===== config.mk =====
export PLATFORM = sky130hd
export DESIGN_NAME = saturating_fixed_point_vector_alu
export DESIGN_NICKNAME = d
export VERILOG_FILES = /design/src/sv/sfva_pkg.sv /design/src/sv/sfva_div_cell.sv /design/src/sv/saturating_fixed_point_vector_alu.sv
export SDC_FILE = /design/constraint.sdc
export NUM_CORES = 2
export LEC_CHECK = 0
export BUFFER_PORTS_ARGS = -buffer_cell sky130_fd_sc_hd__buf_2
export CAP_MARGIN = 20
export CORE_AREA = 2 2 490 492
export CTS_BUF_LIST = sky130_fd_sc_hd__clkbuf_8
export DETAILED_ROUTE_END_ITERATION = 16
export DIE_AREA = 0 0 492 494
export PLACE_DENSITY = 0.41
export SLEW_MARGIN = 20
export SYNTH_ARGS = -nofsm -noshare
export SYNTH_HDL_FRONTEND = slang
export SYNTH_SLANG_ARGS = --single-unit

===== constraint.sdc =====
create_clock -name i_clk -period 9.5 [get_ports i_clk]
set_clock_uncertainty 0.05 [all_clocks]
set_input_delay 0.475 -clock i_clk [delete_from_list [all_inputs] [get_ports i_clk]]
set_output_delay 0.475 -clock i_clk [all_outputs]
set_load 0.005 [all_outputs]

===== src/sv/sfva_pkg.sv =====
package sfva_pkg;

    typedef enum logic [2:0] {
        OP_ADD    = 3'd0,
        OP_SUB    = 3'd1,
        OP_MUL    = 3'd2,
        OP_DIV    = 3'd3,
        OP_RELU   = 3'd4,
        OP_CLAMP6 = 3'd5
    } t_op;

    typedef struct packed {
        logic valid;
        logic last;
        logic is_div;
        logic neg;
        logic zero;
    } t_ctl;

endpackage


===== src/sv/sfva_div_cell.sv =====
module sfva_div_cell #(
    parameter int DATA_WIDTH = 16,
    parameter int WORD_BITS  = 24
) (
    input  logic                    i_clk,
    input  logic                    i_rst_n,
    input  sfva_pkg::t_ctl          i_ctl,
    input  logic [DATA_WIDTH-1:0]   i_side,
    input  logic [DATA_WIDTH-1:0]   i_den,
    input  logic [DATA_WIDTH-1:0]   i_rem,
    input  logic [WORD_BITS-1:0]    i_word,
    output sfva_pkg::t_ctl          o_ctl,
    output logic [DATA_WIDTH-1:0]   o_side,
    output logic [DATA_WIDTH-1:0]   o_den,
    output logic [DATA_WIDTH-1:0]   o_rem,
    output logic [WORD_BITS-1:0]    o_word
);
    import sfva_pkg::*;

    t_ctl                  r_ctl;
    logic [DATA_WIDTH-1:0] r_side;
    logic [DATA_WIDTH-1:0] r_den;
    logic [DATA_WIDTH-1:0] r_rem;
    logic [WORD_BITS-1:0]  r_word;
    logic [DATA_WIDTH-1:0] n_rem;
    logic [WORD_BITS-1:0]  n_word;
    logic [DATA_WIDTH-1:0] shifted;
    logic                  ge;

    always_comb begin
        shifted = {i_rem[DATA_WIDTH-2:0], i_word[WORD_BITS-1]};
        ge      = shifted >= i_den;
        n_rem   = ge ? (shifted - i_den) : shifted;
        n_word  = {i_word[WORD_BITS-2:0], ge};
    end

    always_ff @(posedge i_clk) begin
        if (!i_rst_n) begin
            r_ctl <= '0;
        end else begin
            r_ctl <= i_ctl;
        end
        r_side <= i_side;
        r_den  <= i_den;
        r_rem  <= n_rem;
        r_word <= n_word;
    end

    assign o_ctl  = r_ctl;
    assign o_side = r_side;
    assign o_den  = r_den;
    assign o_rem  = r_rem;
    assign o_word = r_word;

endmodule


===== src/sv/saturating_fixed_point_vector_alu.sv =====
// Saturating fixed-point ALU: one item per cycle, busy is never raised and the
// receiver cannot stall. Each item passes the input registers, the first-stage
// result registers, a chain of divider cells, one per quotient bit, and the output
// register; every operation travels through the chain to keep items in order.
// The operation is latched with each item; write it only while the block is idle.
module saturating_fixed_point_vector_alu #(
    parameter int DATA_WIDTH = 16,
    parameter int INT_BITS   = 8
) (
    input  logic                         i_clk,
    input  logic                         i_rst_n,
    input  logic                         start,
    output logic                         busy,
    input  logic signed [DATA_WIDTH-1:0] i_a_value,
    input  logic signed [DATA_WIDTH-1:0] i_b_value,
    input  logic                         i_last_in,
    output logic                         o_valid,
    output logic signed [DATA_WIDTH-1:0] o_result_value,
    output logic                         o_last_out,
    input  logic                         i_cfg_valid,
    output logic                         o_cfg_ready,
    input  logic [2:0]                   i_cfg_data
);
    import sfva_pkg::*;

    localparam int W    = DATA_WIDTH;
    localparam int FRAC = DATA_WIDTH - INT_BITS;
    localparam int NB   = DATA_WIDTH + FRAC;
    localparam logic [W-1:0] MAXV = {1'b0, {(W-1){1'b1}}};
    localparam logic [W-1:0] MINV = {1'b1, {(W-1){1'b0}}};
    localparam logic [W-1:0] SIX  = W'(6 << FRAC);

    t_op                    r_op;
    logic                   r0_valid;
    logic                   r0_last;
    t_op                    r0_op;
    logic signed [W-1:0]    r0_a;
    logic signed [W-1:0]    r0_b;
    logic signed [2*W-1:0]  r0_prod;

    t_ctl                   n1_ctl;
    logic [W-1:0]           n1_side;
    logic [W-1:0]           n1_den;
    logic [NB-1:0]          n1_word;
    logic [W:0]             sum;
    logic [W:0]             diff;
    logic signed [2*W-1:0]  prod_sh;
    logic [W-1:0]           amag;

    t_ctl                   s_ctl  [0:NB];
    logic [W-1:0]           s_side [0:NB];
    logic [W-1:0]           s_den  [0:NB];
    logic [W-1:0]           s_rem  [0:NB];
    logic [NB-1:0]          s_word [0:NB];

    t_ctl                   r1_ctl;
    logic [W-1:0]           r1_side;
    logic [W-1:0]           r1_den;
    logic [NB-1:0]          r1_word;

    logic [NB+1:0]          sq;
    logic                   fits;
    logic [W-1:0]           div_res;
    logic                   r_valid;
    logic [W-1:0]           r_res;
    logic                   r_last;

    assign busy        = 1'b0;
    assign o_cfg_ready = 1'b1;

    always_ff @(posedge i_clk) begin
        if (!i_rst_n) begin
            r_op     <= OP_ADD;
            r0_valid <= 1'b0;
        end else begin
            if (i_cfg_valid) begin
                r_op <= t_op'(i_cfg_data);
            end
            r0_valid <= start;
        end
        r0_last <= i_last_in;
        r0_op   <= r_op;
        r0_a    <= i_a_value;
        r0_b    <= i_b_value;
        r0_prod <= i_a_value * i_b_value;
    end

    always_comb begin
        sum     = {r0_a[W-1], r0_a} + {r0_b[W-1], r0_b};
        diff    = {r0_a[W-1], r0_a} - {r0_b[W-1], r0_b};
        prod_sh = r0_prod >>> FRAC;
        amag    = r0_a[W-1] ? (~r0_a + 1'b1) : r0_a;
        n1_den  = r0_b[W-1] ? (~r0_b + 1'b1) : r0_b;
        n1_word = {amag, {FRAC{1'b0}}};
        unique case (r0_op)
            OP_ADD: begin
                n1_side = (sum[W] != sum[W-1]) ? (sum[W] ? MINV : MAXV) : sum[W-1:0];
            end
            OP_SUB: begin
                n1_side = (diff[W] != diff[W-1]) ? (diff[W] ? MINV : MAXV) : diff[W-1:0];
            end
            OP_MUL: begin
                if ((&prod_sh[2*W-1:W-1]) || !(|prod_sh[2*W-1:W-1])) begin
                    n1_side = prod_sh[W-1:0];
                end else begin
                    n1_side = prod_sh[2*W-1] ? MINV : MAXV;
                end
            end
            OP_RELU: begin
                n1_side = r0_a[W-1] ? '0 : r0_a;
            end
            OP_CLAMP6: begin
                if (r0_a[W-1]) begin
                    n1_side = '0;
                end else if (r0_a > $signed(SIX)) begin
                    n1_side = SIX;
                end else begin
                    n1_side = r0_a;
                end
            end
            default: begin
                n1_side = r0_a;
            end
        endcase
        n1_ctl.valid  = r0_valid;
        n1_ctl.last   = r0_last;
        n1_ctl.is_div = (r0_op == OP_DIV);
        n1_ctl.neg    = r0_a[W-1] ^ r0_b[W-1];
        n1_ctl.zero   = (r0_b == '0);
    end

    always_ff @(posedge i_clk) begin
        if (!i_rst_n) begin
            r1_ctl <= '0;
        end else begin
            r1_ctl <= n1_ctl;
        end
        r1_side <= n1_side;
        r1_den  <= n1_den;
        r1_word <= n1_word;
    end

    assign s_ctl[0]  = r1_ctl;
    assign s_side[0] = r1_side;
    assign s_den[0]  = r1_den;
    assign s_rem[0]  = '0;
    assign s_word[0] = r1_word;

    for (genvar g = 0; g < NB; g++) begin : g_cell
        sfva_div_cell #(
            .DATA_WIDTH (W),
            .WORD_BITS  (NB)
        ) u_cell (
            .i_clk   (i_clk),
            .i_rst_n (i_rst_n),
            .i_ctl   (s_ctl[g]),
            .i_side  (s_side[g]),
            .i_den   (s_den[g]),
            .i_rem   (s_rem[g]),
            .i_word  (s_word[g]),
            .o_ctl   (s_ctl[g+1]),
            .o_side  (s_side[g+1]),
            .o_den   (s_den[g+1]),
            .o_rem   (s_rem[g+1]),
            .o_word  (s_word[g+1])
        );
    end

    always_comb begin
        if (s_ctl[NB].neg) begin
            sq = ~({2'b00, s_word[NB]} + (NB+2)'(s_rem[NB] != '0)) + 1'b1;
        end else begin
            sq = {2'b00, s_word[NB]};
        end
        fits = (&sq[NB+1:W-1]) || !(|sq[NB+1:W-1]);
        if (s_ctl[NB].zero) begin
            div_res = '0;
        end else if (fits) begin
            div_res = sq[W-1:0];
        end else begin
            div_res = sq[NB+1] ? MINV : MAXV;
        end
    end

    always_ff @(posedge i_clk) begin
        if (!i_rst_n) begin
            r_valid <= 1'b0;
        end else begin
            r_valid <= s_ctl[NB].valid;
        end
        r_res  <= s_ctl[NB].is_div ? div_res : s_side[NB];
        r_last <= s_ctl[NB].last;
    end

    assign o_valid        = r_valid;
    assign o_result_value = r_res;
    assign o_last_out     = r_last;

endmodule


# Word-level counts from Yosys, hierarchy flattened
# Index checks and enable logic that the tools add are counted.
[totals]
reg_bits = 1796
out_inout_bits = 20
elab_cells = 363
in_bits = 40
[op_classes]
magnitude_cmp = 25
n_mux = 41
n_reduce_logical = 11
addsub = 30
multipliers = 1
n_bitwise = 4
eq_ne = 7
[ops]
columns = ["op", "n"]
rows = [
  ["$mux 15", 27],
  ["$ge 16x16->1", 23],
  ["$sub 15x15->15", 22],
  ["$mux 16", 11],
  ["$pmux 16 s5", 1],
  ["$add 16x1->16 const B", 2],
  ["$mul 16x16->32", 1],
  ["$not 16->16", 2],
  ["$add 26x1->26 const B", 1],
  ["$mux 26", 1],
  ["$not 25->26", 1],
  ["$add 24x1->25", 1],
  ["$add 16x16->17", 1],
  ["$sub 16x16->17", 1],
  ["$ge 1x16->1", 1],
  ["$gt 16x12->1 const B", 1],
  ["$logic_not 16->1", 1],
  ["$reduce_bool 16->1", 1],
  ["$sub 16x16->16", 1],
  ["$sub 1x15->15", 1],
  ["$reduce_and 11->1", 1],
  ["$reduce_or 11->1", 1],
  ["$reduce_and 9->1", 1],
  ["$reduce_or 9->1", 1],
  ["other kinds (9)", 14],
]

# Longest topological paths before layout
[logic_depth]
word_depth = 11
mapped_depth = 27
mapped_depth_nobuf = 26

# Hierarchy
# A second synthesis with hierarchy kept.
[unflattened]
hier_cells = 8191
hier_area_um2 = 85652.1
[modules_own_cells]
columns = ["module", "cells_per_inst", "area_each_um2", "seq_area_each_um2", "n_inst"]
rows = [
  ["sfva_div_cell", 258, 2842.7, 1541.5, 24],
  ["saturating_fixed_point_vector_alu", 1999, 17426.7, 2702.6, 1],
]

# Worst setup path before layout
# No wires, ideal clock.
[synth_path]
path_type = "input-to-reg"
startpoint = "input port i_b_value[15]"
endpoint = "register r0_prod[31]"
path_buffers = 1
setup_ns = 0.072
setup_slack_ns = 2.719
arrival_ns = 6.659
required_ns = 9.378
stages = 23
path_cell_list = "inv_1 > clkbuf_1 > nor2_1 > fa_1 > fa_1 > fa_1 > fa_1 > fa_1 > inv_1 > fa_1 > inv_1 > ha_1 > a21o_1 > a21o_1 > a21o_1 > a21oi_1 > o21ai_0 > a221oi_1 > o21ai_0 > o21a_1 > o41a_1 > a21oi_1 > xnor2_1"
[synth_via]
elab_chain_cells = 1
[synth_lines]
columns = ["element", "line", "rtl"]
rows = [
  ["from (decl)", "saturating_fixed_point_vector_alu.sv:15", "input logic signed [DATA_WIDTH-1:0] i_b_value,"],
  ["$mul 16x16->32", "saturating_fixed_point_vector_alu.sv:85", "r0_prod <= i_a_value * i_b_value;"],
  ["to (signal assigned)", "saturating_fixed_point_vector_alu.sv:85", ""],
  ["to (decl)", "saturating_fixed_point_vector_alu.sv:39", "logic signed [2*W-1:0] r0_prod;"],
]
# No other way between the ends.
# A chain may end at the register's enable or synchronous reset.

# Worst setup path in the final report
[layout_path]
startpoint = "input port i_b_value[6]"
endpoint = "register r0_prod[31]"
# The elaborated chain is that of the path after synthesis.

==> flow_summary.json <==
{
  "ctsHtreeMaxLevel": 5,
  "placementRows": 179,
  "worstHoldPathType": "reg -> reg",
  "ys_types": 80,
  "peakVddDrop_mv": 0.276,
  "cpMostUsedCell": "fa_1",
  "synth_top_family_by_area": "adder cells",
  "drt_iter0_drc": 1658,
  "critPathMaxStageDelay_ns": 0.83,
  "cts.path.max_buffers": 4,
  "antenna_left": 0,
  "cts_buffers": 323,
  "synth_xor_area_share_pct": 4.01,
  "worst_pin_slew_ns": 1.07,
  "synthAdderAreaFrac_pct": 16.7,
  "grt_pass1_wl_um": 261000,
  "min_path_cells": 0,
  "die_y_um": 494,
  "drc_errors": 0,
  "cp-start-kind": "primary input",
  "grt_util_all_layers_pct": 13.5,
  "min_period_ns": 7.51,
  "routed_wl_um": 164000,
  "hpwl_um": 124000,
  "maxCapViolCount": 0,
  "setup_tns_ns": 0,
  "syn_inst": 6741,
  "synthMuxAreaShare_pct": 3.32,
  "worstReg2RegStart": "r0_b[1]",
  "fin_cells": 10432,
  "setup_viol": 0,
  "crit_family": "compound AO/OA/AOI/OAI gates",
  "die_w_um": 492,
  "viasPerCell": 4.34,
  "worstPathMaxFanout": 17,
  "multi_input_area_sq_um": 31500,
  "final_common_cell": "dfxtp_1",
  "layout_common_cells": "dfxtp_1 (1,788), inv_1 (979), ha_1 (490)",
  "vias": 45225,
  "ys_seq_area_share_pct": 50.4,
  "post_cts_buffers": 0,
  "status": "finished clean",
  "synth-simple-area-share_pct": 12.0,
  "timing.final.crit_share_pct": 79.1,
  "p_per_area_nw_per_um2": 347,
  "gr-total-overflow": 0,
  "synth-seq-cells": 1788,
  "initial_utilization_pct": 29.9,
  "worstHoldStart": "g_cell[2].u_cell.o_side[3]",
  "tritoncts": "done",
  "n_fill_cell": 24082,
  "syn2layout_area_growth_pct": 14.8,
  "r2r_cells": 18,
  "path_clk_slew_ns": 0.06,
  "insertion_delay_ns": 1.00,
  "r2r_end": "r1_side[2]",
  "path_buf_inv": 5,
  "p_leak_nw": 36.4,
  "slew_headroom_pct": 28.6,
  "io_pins": 60,
  "rsz0062_at_grt": "no",
  "hold_viol_final": 0,
  "synth_edf_count": 0,
  "worstSetupPathType": "in -> reg",
  "synthTopCellsByArea": "dfxtp_1 (50%), ha_1 (8.6%), fa_1 (8.1%), inv_1 (4.6%), mux2_2 (2.8%)",
  "wire_per_inst_um": 15.7,
  "dieArea_sq_um": 243000,
  "fmax_mhz": 133,
  "critPathSlowestCell": "a2111oi_0",
  "avgSynthCellArea_sq_um": 10.5,
  "antenna_found_initial": 4,
  "regArea_sq_um": 35800,
  "first_pass_iters": 5,
  "ff2ff_setup_slack_ns": 3.79,
  "num-nets-final": 7867,
  "ys_warn_count": 0,
  "cp-end-kind": "flip-flop",
  "synth-compound-area-share_pct": 8.20,
  "cp.required_ns": 10.29,
  "synth_top_area_share_pct": 50.4,
  "synth_fp_nets": 7557,
  "dp.cells": 9848,
  "yosys_most_used_dff": "dfxtp_1",
  "clock-sinks": 1788,
  "layout-drive-gt1-share_pct": 10.3,
  "routabilityCongestion": 0.824,
  "drv_slew": 0,
  "cts-root-buf": "clkbuf_8",
  "first_global_vias": 47132,
  "synth_top_cell_by_area": "dfxtp_1",
  "synthArstFlopShare_pct": 0,
  "grt_start_max_net_pins": 94,
  "holdPathEnd": "g_cell[3].u_cell.o_side[3]",
  "coreArea_sq_um": 237000,
  "syn-cell-area_sq_um": 71000,
  "critical_path.cell_chain": "dlygate4sd3_1 -> buf_2 -> nand2_1 -> fa_1 -> fa_1 -> inv_1 -> ha_1 -> fa_1 -> ha_1 -> inv_1 -> fa_1 -> inv_1 -> ha_1 -> a2111oi_0 -> o21ai_0 -> a31o_2 -> a2111oi_0 -> o211ai_1 -> a221oi_1 -> o21ai_0 -> o21a_1 -> o41a_1 -> a21oi_1 -> xnor2_1",
  "arrival_ns": 8.31,
  "portBuffers": 57
}
==> worst max path at each step <==
stage             startpoint     endpoint  depth (start not counted)  slack [ns]
2_1_floorplan  i_b_value[15]  r0_prod[31]                         23        2.72
3_3_place_gp    i_b_value[6]  r0_prod[31]                         23        1.49
3_5_place_dp    i_b_value[6]  r0_prod[31]                         23        1.39
4_1_cts         i_b_value[6]  r0_prod[31]                         24        1.92
5_1_grt         i_b_value[6]  r0_prod[31]                         24        1.48
6_report        i_b_value[6]  r0_prod[31]                         24        1.99
==> per-stage QoR <==
step / hold slack, ns / total power (W) / cell area (sq um) / utilization (%) / setup slack [ns]
global route: 0.105 / 0.0309 / 81500 / 34.3 / 1.48
detailed placement: 0.262 / 0.0219 / 75000 / 31.6 / 1.39
global placement: 0.260 / 0.0219 / 75000 / 31.6 / 1.49
floorplan: 0.260 / 0.0189 / 71000 / - / 2.72
CTS: 0.0653 / 0.0290 / 81500 / 34.3 / 1.92
finish: 0.172 / 0.0283 / 81500 / 34.3 / 1.99
==> power breakdown <==
| part | switching, W | leakage [nW] | internal [W] |
|---|---|---|---|
| logic | 0.00630 | 17.9 | 0.00498 |
| clock network | 0.00298 | 3.52 | 0.00377 |
| registers | 0.000784 | 14.9 | 0.00950 |
| total | 0.0101 | 36.4 | 0.0183 |
==> routing by layer <==
layer / vias to the layer above / global-route usage, % / part of all wire (%)
li1: 22813 / - / -
met1: 21383 / 15.9 / 44
met3: 340 / 2.21 / 3.4
met2: 689 / 24.5 / 50
met5: - / 0 / 0
met4: 0 / 4.71 / 2.8
==> timing repair <==
item | 4_1_cts | 5_1_grt
setup endpoints to repair | 0 | 0
resized for setup | 0 | 0
hold buffers | 45 | 0
hold endpoints to repair | 70 | 0
==> Yosys cell counts, drive strengths merged (24+ instances only) <==
| cell | number |
|---|---|
| a21boi | 93 |
| a21oi | 261 |
| and2 | 256 |
| and3 | 37 |
| buf | 24 |
| clkbuf | 116 |
| dfxtp | 1788 |
| fa | 286 |
| ha | 490 |
| inv | 876 |
| mux2 | 175 |
| mux2i | 39 |
| nand2 | 350 |
| nand2b | 39 |
| nand3 | 96 |
| nand4 | 103 |
| nor2 | 441 |
| nor2b | 97 |
| nor3 | 117 |
| nor4 | 47 |
| o211ai | 29 |
| o21a | 39 |
| o21ai | 283 |
| or3 | 47 |
| xnor2 | 223 |
| xor2 | 102 |
==> registers in the layout, indices dropped and copies added, names as in the netlist <==
name	count
g_cell.u_cell.o_ctl	120
r0_prod	24
r_op	3
r1_side	16
g_cell.u_cell.o_word	420
o_result_value	16
r1_ctl	5
r0_op	3
g_cell.u_cell.o_den	368
r0_last	1
o_valid	1
r0_valid	1
r1_den	16
r1_word	16
g_cell.u_cell.o_rem	361
r0_a	16
r0_b	16
g_cell.u_cell.o_side	384
o_last_out	1
==> layout make-up <==
class | instances | area share (%)
tap | 3167 | 4.86
sequential | 1788 | 43.9
inverter | 878 | 4.04
clock buffer | 392 | 6.62
multi-input combinational | 3935 | 38.6
clock inverter | 138 | 0.835
antenna | 9 | 0.0276
timing repair buffer | 125 | 1.12
==> logic make-up (layout without fill, tap and decap cells) <==
logic type               Yosys count  count (layout)
XOR/XNOR                         325             325
multiplexers                     214             214
AO/OA/AOI/OAI                    928             928
buffers and inverters           1018            1533
flip-flops                      1788            1788
AND/OR/NAND/NOR                 1690            1690
other                              2              11
adder cells (fa/ha/maj)          776             776
==> worst reg2reg max path, stage by stage (launching register included) <==
cell and delay, ns:
dfxtp_1 0.53, inv_1 0.23, ha_1 0.33, nor2b_1 0.11, o21bai_1 0.09, a21oi_1 0.26
o211ai_1 0.15, a2111oi_0 0.73, nor2_1 0.15, a211o_1 0.33, o31ai_1 0.39, a21oi_1 0.13
o21bai_1 0.28, xnor2_1 0.11, ha_1 0.56, o41ai_1 0.33, a31o_2 0.36, o21ai_0 0.16
a31oi_1 0.31
No activity file was read; power rests on OpenSTA's default activity.
